### src/rtl/lcg48_pkg.sv
// ----------------------------------------------------------------------------
// lcg48_pkg: shared types and constants for the bounded random unit
// Holds item structs, generator constants and controller/datapath links.
// ----------------------------------------------------------------------------
package lcg48_pkg;

  localparam int SeedW = 48;
  localparam int IntBits = 31;
  localparam int FracBits = 24;
  localparam logic [SeedW-1:0] LcgMult = 48'h0005_DEEC_E66D;
  localparam logic [SeedW-1:0] LcgInc = 48'h0000_0000_000B;

  typedef enum logic [1:0] {
    CMD_SEED  = 2'd0,
    CMD_BOUND = 2'd1,
    CMD_FRAC  = 2'd2,
    CMD_RANGE = 2'd3
  } cmd_t;

  typedef struct packed {
    logic [1:0]         cmd;
    logic signed [31:0] seed_value;
    logic signed [31:0] bound;
    logic signed [31:0] range_min;
    logic signed [31:0] range_max;
  } in_item_t;

  typedef struct packed {
    logic signed [31:0] value;
    logic               error;
  } out_item_t;

  // controller -> datapath
  typedef struct packed {
    logic load;      // capture input item, compute bound
    logic seed;      // load seed from item
    logic mul_lo;    // first multiply partial product
    logic mul_hi;    // second partial product, advance seed
    logic scale;     // power-of-two result
    logic div_start; // start the remainder
    logic div_step;  // one remainder bit
    logic finish;    // form result
  } dp_cmd_t;

  // datapath -> controller
  typedef struct packed {
    logic [1:0] cmd;
    logic       neg;
    logic       pow2;
    logic       div_last;
    logic       accept;
  } dp_stat_t;

endpackage

### src/rtl/lcg48_ctrl.sv
// ----------------------------------------------------------------------------
// lcg48_ctrl: command sequencer
// Loads seeds; walks each draw through seed advance, then scaling or remainder with redraws.
// ----------------------------------------------------------------------------
module lcg48_ctrl (
  input  logic                clk,
  input  logic                rst,
  input  logic                start,
  input  lcg48_pkg::dp_stat_t stat,
  output lcg48_pkg::dp_cmd_t  cmd,
  output logic                busy,
  output logic                done
);
  import lcg48_pkg::*;

  typedef enum logic [2:0] {
    S_IDLE, S_DECODE, S_MUL_LO, S_MUL_HI, S_POST, S_DIV, S_CHECK, S_DONE
  } state_t;

  state_t state;

  always_comb begin
    cmd = '0;
    cmd.load = start;
    case (state)
      S_DECODE: cmd.seed = (stat.cmd == CMD_SEED);
      S_MUL_LO: cmd.mul_lo = 1'b1;
      S_MUL_HI: cmd.mul_hi = 1'b1;
      S_POST: begin
        cmd.scale = stat.pow2;
        cmd.div_start = (stat.cmd != CMD_FRAC) && !stat.pow2;
      end
      S_DIV: cmd.div_step = 1'b1;
      S_DONE: cmd.finish = 1'b1;
      default: ;
    endcase
  end

  assign busy = (state != S_IDLE);
  assign done = (state == S_DONE);

  always_ff @(posedge clk) begin
    if (rst) begin
      state <= S_IDLE;
    end else begin
      case (state)
        S_IDLE: if (start) state <= S_DECODE;
        S_DECODE: begin
          // a negative bound only matters for the bounded and range draws
          if (stat.cmd == CMD_SEED || (stat.neg && stat.cmd != CMD_FRAC)) state <= S_DONE;
          else state <= S_MUL_LO;
        end
        S_MUL_LO: state <= S_MUL_HI;
        S_MUL_HI: state <= S_POST;
        S_POST: begin
          if (stat.cmd == CMD_FRAC || stat.pow2) state <= S_DONE;
          else state <= S_DIV;
        end
        S_DIV: if (stat.div_last) state <= S_CHECK;
        S_CHECK: state <= stat.accept ? S_DONE : S_MUL_LO;
        S_DONE: state <= S_IDLE;
        default: state <= S_IDLE;
      endcase
    end
  end

  a_done_from_known: assert property (@(posedge clk) disable iff (rst)
    done |-> $past(state == S_DECODE) || $past(state == S_POST) || $past(state == S_CHECK))
    else $error("done from unexpected state");
  a_start_idle: assert property (@(posedge clk) disable iff (rst)
    start |-> !busy) else $error("start while busy");
  a_div_leads_check: assert property (@(posedge clk) disable iff (rst)
    (state == S_DIV && stat.div_last) |=> state == S_CHECK)
    else $error("remainder did not end in check");
endmodule

### src/rtl/lcg48_dpath.sv
// ----------------------------------------------------------------------------
// lcg48_dpath: seed register, split multiplier and restoring remainder
// ----------------------------------------------------------------------------
module lcg48_dpath (
  input  logic                clk,
  input  logic                rst,
  input  lcg48_pkg::in_item_t in_item,
  input  lcg48_pkg::dp_cmd_t  cmd,
  output lcg48_pkg::dp_stat_t stat,
  output lcg48_pkg::out_item_t result
);
  import lcg48_pkg::*;

  logic [SeedW-1:0] lcg_seed;
  logic [1:0]       op;
  logic [31:0]      n;
  logic [31:0]      mn;
  logic [31:0]      sv;
  logic [SeedW-1:0] prod_lo;
  logic [30:0]      r;
  logic [31:0]      rem;
  logic [30:0]      quo_src;
  logic [4:0]       bit_cnt;
  logic [31:0]      v;

  logic [31:0] n_next;
  logic [SeedW-1:0] seed_next;
  logic [32:0] rem_shift;
  logic [32:0] rem_sub;
  logic [62:0] scaled;
  logic [32:0] acc_sum;

  always_comb begin
    n_next = (in_item.cmd == CMD_RANGE) ? 32'(in_item.range_max - in_item.range_min)
                                        : in_item.bound;
  end

  // seed * mult mod 2^48: low 24 bits of seed times mult, then high 24 bits
  assign seed_next = prod_lo + (SeedW'(lcg_seed[47:24] * LcgMult[23:0]) << 24) + LcgInc;
  assign rem_shift = {rem, quo_src[30]};
  assign rem_sub = rem_shift - {1'b0, n};
  assign scaled = 63'(n) * 63'(r);
  assign acc_sum = 33'({1'b0, r}) - 33'(v) + 33'(n) - 33'd1;

  always_ff @(posedge clk) begin
    if (rst) begin
      lcg_seed <= LcgMult;
    end else begin
      if (cmd.load) begin
        op <= in_item.cmd;
        n <= n_next;
        mn <= in_item.range_min;
        sv <= in_item.seed_value;
      end
      if (cmd.seed) lcg_seed <= {{16{sv[31]}}, sv} ^ LcgMult;
      if (cmd.mul_lo) prod_lo <= SeedW'(lcg_seed[23:0] * LcgMult);
      if (cmd.mul_hi) begin
        lcg_seed <= seed_next;
        r <= seed_next[47:17];
      end
      if (cmd.scale) v <= 32'(scaled >> IntBits);
      if (cmd.div_start) begin
        rem <= '0;
        quo_src <= r;
        bit_cnt <= '0;
      end
      if (cmd.div_step) begin
        rem <= rem_sub[32] ? rem_shift[31:0] : rem_sub[31:0];
        quo_src <= {quo_src[29:0], 1'b0};
        bit_cnt <= bit_cnt + 5'd1;
        if (bit_cnt == 5'd30) v <= rem_sub[32] ? rem_shift[31:0] : rem_sub[31:0];
      end
      if (cmd.finish) begin
        result.error <= (op != CMD_SEED && op != CMD_FRAC) && n[31];
        case (op)
          CMD_SEED: result.value <= '0;
          CMD_FRAC: result.value <= 32'(lcg_seed[47:24]);
          CMD_BOUND: result.value <= n[31] ? 32'd0 : v;
          CMD_RANGE: result.value <= n[31] ? 32'd0 : mn + v;
          default: result.value <= '0;
        endcase
      end
    end
  end

  assign stat.cmd = op;
  assign stat.neg = n[31];
  assign stat.pow2 = ((n & (32'd0 - n)) == n);
  assign stat.div_last = (bit_cnt == 5'd30);
  assign stat.accept = !acc_sum[31] && !acc_sum[32];
endmodule

### src/rtl/lcg48_bounded_random_unit.sv
// ----------------------------------------------------------------------------
// lcg48_bounded_random_unit: 48-bit LCG with bounded, fraction and range draws
// Top level: handshake, sequencer and datapath.
// ----------------------------------------------------------------------------
// channel | dir | payload            | handshake
// in      | in  | in_item_t          | in_valid / in_ready
// out     | out | out_item_t         | out_valid / out_ready
//
// Seed and error items pass from decode straight to done; fraction and
// power-of-two draws go through both multiply states and post. Other bounds
// add the 31-step remainder, the long pole, and a check; each rejected draw repeats the multiply, remainder and check.
// Reset loads the seed as if seeded with zero.
// A finished item waiting in the output register holds off new input until
// the receiver takes it.
// ----------------------------------------------------------------------------
module lcg48_bounded_random_unit (
  input  logic                 clk,
  input  logic                 rst,
  input  logic                 in_valid,
  output logic                 in_ready,
  input  lcg48_pkg::in_item_t  in_data,
  output logic                 out_valid,
  input  logic                 out_ready,
  output lcg48_pkg::out_item_t out_data
);
  import lcg48_pkg::*;

  dp_cmd_t   cmd;
  dp_stat_t  stat;
  out_item_t result;
  logic      busy;
  logic      done;
  logic      start;

  // hold new work while busy, or while a finished item still waits unless it leaves now
  assign in_ready = !busy && (!out_valid || out_ready);
  assign start = in_valid && in_ready;

  lcg48_ctrl u_ctrl (
    .clk(clk), .rst(rst), .start(start), .stat(stat),
    .cmd(cmd), .busy(busy), .done(done)
  );

  lcg48_dpath u_dpath (
    .clk(clk), .rst(rst), .in_item(in_data), .cmd(cmd),
    .stat(stat), .result(result)
  );

  always_ff @(posedge clk) begin
    if (rst) begin
      out_valid <= 1'b0;
    end else begin
      if (out_valid && out_ready) out_valid <= 1'b0;
      if (done) out_valid <= 1'b1;
    end
  end

  assign out_data = result;

  a_done_slot: assert property (@(posedge clk) disable iff (rst)
    done |-> !out_valid || out_ready) else $error("result overwrote waiting item");
  a_err_zero: assert property (@(posedge clk) disable iff (rst)
    (out_valid && out_data.error) |-> out_data.value == 32'd0)
    else $error("error item with nonzero value");
  a_no_accept_busy: assert property (@(posedge clk) disable iff (rst)
    busy |-> !in_ready) else $error("ready while busy");
endmodule

### config.mk
export PLATFORM = sky130hd
export DESIGN_NAME = lcg48_bounded_random_unit
export DESIGN_NICKNAME = d
export VERILOG_FILES = /design/src/rtl/lcg48_pkg.sv /design/src/rtl/lcg48_ctrl.sv /design/src/rtl/lcg48_dpath.sv /design/src/rtl/lcg48_bounded_random_unit.sv
export SDC_FILE = /design/constraint.sdc
export NUM_CORES = 2
export LEC_CHECK = 0
export BUFFER_PORTS_ARGS = -buffer_cell sky130_fd_sc_hd__buf_2
export CAP_MARGIN = 10
export CORE_MARGIN = 3
export CORE_UTILIZATION = 45
export CTS_CLUSTER_SIZE = 24
export DETAILED_ROUTE_END_ITERATION = 16
export GPL_TIMING_DRIVEN = 0
export SLEW_MARGIN = 20
export SYNTH_ARGS = -nofsm -noshare
export SYNTH_HDL_FRONTEND = slang
export SYNTH_SLANG_ARGS = --single-unit
### constraint.sdc
create_clock -name clk -period 16.9 [get_ports clk]
set_clock_uncertainty 0.05 [all_clocks]
set_input_delay 4.225 -clock clk [delete_from_list [all_inputs] [get_ports clk]]
set_output_delay 4.225 -clock clk [all_outputs]
set_load 0.01 [all_outputs]
==> impl_metrics.env <==
export IMPL_route_detailed_drc=0
export IMPL_tightest_slew_ns=1.25
export IMPL_holdWs_ns=0.487
export IMPL_h_tree_depth=2
export IMPL_arrival_ns=11.60
export IMPL_vias=52914
export IMPL_antenna_left=0
export IMPL_crit_family="adder cells"
export IMPL_cts_hold_buf=0
export IMPL_grt_start_max_net_pins=52
export IMPL_synth_flop_cell="edfxtp_1"
export IMPL_netlist_top_cell_by_area="fa_1"
export IMPL_wire_per_inst_um=25.7
export IMPL_ys_seq_area_frac=0.149
export IMPL_fp_dieW_um=399
export IMPL_critPathMaxStageDelay_ns=0.83
export IMPL_dp_hpwl_um=208000
export IMPL_yosys_warnings=0
export IMPL_met3_wirelength_um=19400
export IMPL_yosys_area_top_type_share=0.392
export IMPL_cp_max_fo=10
export IMPL_worst_path_stages=28
export IMPL_io_buffers=168
export IMPL_pre_cts_ws_ns=6.17
export IMPL_layout_nets=9685
export IMPL_path_class="register to register"
export IMPL_worstPathRequired_ns=17.19
export IMPL_cts_max_path_buffers=3
export IMPL_row_count=143
export IMPL_cpMostUsedCell="fa_1"
export IMPL_fin_tns_setup_ns=0
export IMPL_vias_per_cell=5.54
export IMPL_outcome="finished clean"
export IMPL_wl_um=245000
export IMPL_grtUsageTotal=0.311
export IMPL_wl_met1_um=93300
export IMPL_period_share=0.669
export IMPL_place_congestion=1.04
export IMPL_area_growth_pct=7.46
export IMPL_rsz0062_at_grt="no"
export IMPL_clk_insertion_delay_late_ns=0.64
export IMPL_reg2reg_depth=28
export IMPL_yosysMostFrequentCell="inv_1"
export IMPL_ctsResizeCount=0
export IMPL_crit_path_start_kind="register"
export IMPL_final_cells=9546
export IMPL_grt_antenna_before_repair=14
export IMPL_synth_edf_count=310
export IMPL_cts_num_sinks=362
export IMPL_synthTopCellsByArea="fa_1, edfxtp_1, ha_1"
export IMPL_post_synth_cell_area_avg_sq_um=9.61
export IMPL_grt_pass1_vias=55766
export IMPL_cp_end_kind="register"
export IMPL_min_period_ns=11.31
export IMPL_ys_ff_latch=362
export IMPL_fmax_mhz=88.4
export IMPL_die_area_sq_mm=0.159
export IMPL_worst_slack_ns=5.59
export IMPL_ys_top_cells_by_count="inv_1, fa_1, nand2_1"
export IMPL_hold_path_depth=1
export IMPL_cp_buffers_inverters=7
export IMPL_finalSetupViolCount=0
export IMPL_root_buffer="clkbuf_16"
export IMPL_io_pins=169
export IMPL_drt_pass1_iterations=8
export IMPL_dpl_cell_count=9459
export IMPL_start_util=0.455
export IMPL_first_iter_violations=4764
export IMPL_routed_top_layer="met5"
export IMPL_finalMaxSlewViolations=0
export IMPL_async_flop_share=0
export IMPL_die_y_um=399
export IMPL_syn_num_nets=9450
export IMPL_cts_made_buffers=41
export IMPL_slew_limit_headroom=0.164
export IMPL_clk_pin_slew_ns=0.07
export IMPL_synthCells=7237
export IMPL_synth_distinct_cells=90
export IMPL_post_cts_buffers=0
export IMPL_grt_pass1_wl_um=361000
export IMPL_synth_area_sq_mm=0.0696
export IMPL_critPathSlowestCell="clkbuf_1"
export IMPL_maxCapViolCount=0
export IMPL_cts_tree="yes"
export IMPL_finalHoldViolCount=0
export IMPL_drive_gt1_frac=0.0505
export IMPL_hp_class="register to register"
export IMPL_dr_wl_met2_um=116000
export IMPL_grt_overflow_total=0
export IMPL_design_core_area_sq_mm=0.153
## routing by layer
| metal | vias to the layer above | global-route usage |
|---|---|---|
| met5 | - | 0 |
| met4 | 2 | 0.164 |
| met3 | 635 | 0.0568 |
| met2 | 2233 | 0.518 |
| met1 | 27059 | 0.385 |
| li1 | 22985 | - |
## metrics by stage
stage | util | area (sq um)
final | 0.489 | 74800
after global placement | 0.477 | 73000
after floorplan | - | 69600
after detailed placement | 0.480 | 73300
after global routing | 0.489 | 74700
after CTS | 0.489 | 74700
## flip-flops by register name (all words and copies together) (netlist names), 5 cells and up
register          cells
u_dpath.bit_cnt       5
u_dpath.lcg_seed     48
u_dpath.mn           32
u_dpath.n            32
u_dpath.prod_lo      48
u_dpath.quo_src      31
u_dpath.r            31
u_dpath.rem          32
u_dpath.result       33
u_dpath.sv           32
u_dpath.v            32
## final timing paths
| kind | slack (ns) | from | to |
|---|---|---|---|
| setup / recovery | 5.59 | u_dpath.r[15]$_DFFE_PP_ | u_dpath.v[23]$_DFFE_PN_ |
| hold / removal | 0.49 | u_dpath.prod_lo[0]$_DFFE_PP_ | u_dpath.lcg_seed[0]$_SDFFE_PP1P_ |
| setup reg to reg | 5.59 | u_dpath.r[15]$_DFFE_PP_ | u_dpath.v[23]$_DFFE_PN_ |
| hold reg to reg | 0.49 | u_dpath.prod_lo[0]$_DFFE_PP_ | u_dpath.lcg_seed[0]$_SDFFE_PP1P_ |
## cell type report
class / count / area [sq um]
inverter: 1636 / 6140
clock inverter: 31 / 417
fill: 14507 / 78000
multi-input combinational: 4973 / 52100
buffer: 266 / 1070
antenna: 11 / 27.5
timing repair buffer: 192 / 1080
sequential: 362 / 10300
clock buffer: 45 / 1040
tap: 2030 / 2540
## worst reg2reg max path: cells and delay by family (launching register included)
family / cells / cell delay (ns)
buffers and inverters: 7 / 2.05
AOI/OAI and AO/OA: 10 / 3.22
adders and majority gates: 9 / 4.34
and+or+nand+nor: 2 / 0.64
DFF: 1 / 0.73
## logic make-up (layout without fill, tap and decap cells)
group | Yosys count | count (layout) | synth area share
other | 0 | 11 | 0
AOI/OAI and AO/OA | 804 | 804 | 0.0754
xor gates and xnor gates | 251 | 251 | 0.0316
muxes | 81 | 81 | 0.0123
buffers and inverters | 1902 | 2170 | 0.103
DFF | 362 | 362 | 0.149
and+or+nand+nor | 1755 | 1755 | 0.107
adders and majority gates | 2082 | 2082 | 0.521
## cells in the final DEF (no fill, tap or decap), drive strengths merged, types with 9 or more instances in the layout
| master | n |
|---|---|
| clkinv | 28 |
| nand2 | 720 |
| buf | 239 |
| mux2 | 32 |
| o21bai | 26 |
| a21oi | 194 |
| o31ai | 11 |
| a2111oi | 10 |
| a31oi | 20 |
| nand3 | 61 |
| nand2b | 36 |
| diode | 11 |
| o21a | 32 |
| edfxtp | 310 |
| clkbuf | 264 |
| a22oi | 11 |
| a21o | 100 |
| a311oi | 11 |
| inv | 1630 |
| or3 | 21 |
| or2 | 14 |
| o22ai | 12 |
| nand4 | 26 |
| and3 | 28 |
| ha | 716 |
| o21ai | 199 |
| and2 | 48 |
| nor3 | 64 |
| nor2b | 24 |
| mux2i | 49 |
| nor2 | 675 |
| nand3b | 9 |
| xnor2 | 174 |
| a211oi | 40 |
| fa | 1363 |
| o2111ai | 15 |
| a21boi | 13 |
| o211ai | 45 |
| xor2 | 77 |
| dfxtp | 52 |
Power is not shown: default switching activity piles up to over one toggle a cycle in this logic, so the estimate is an artifact.
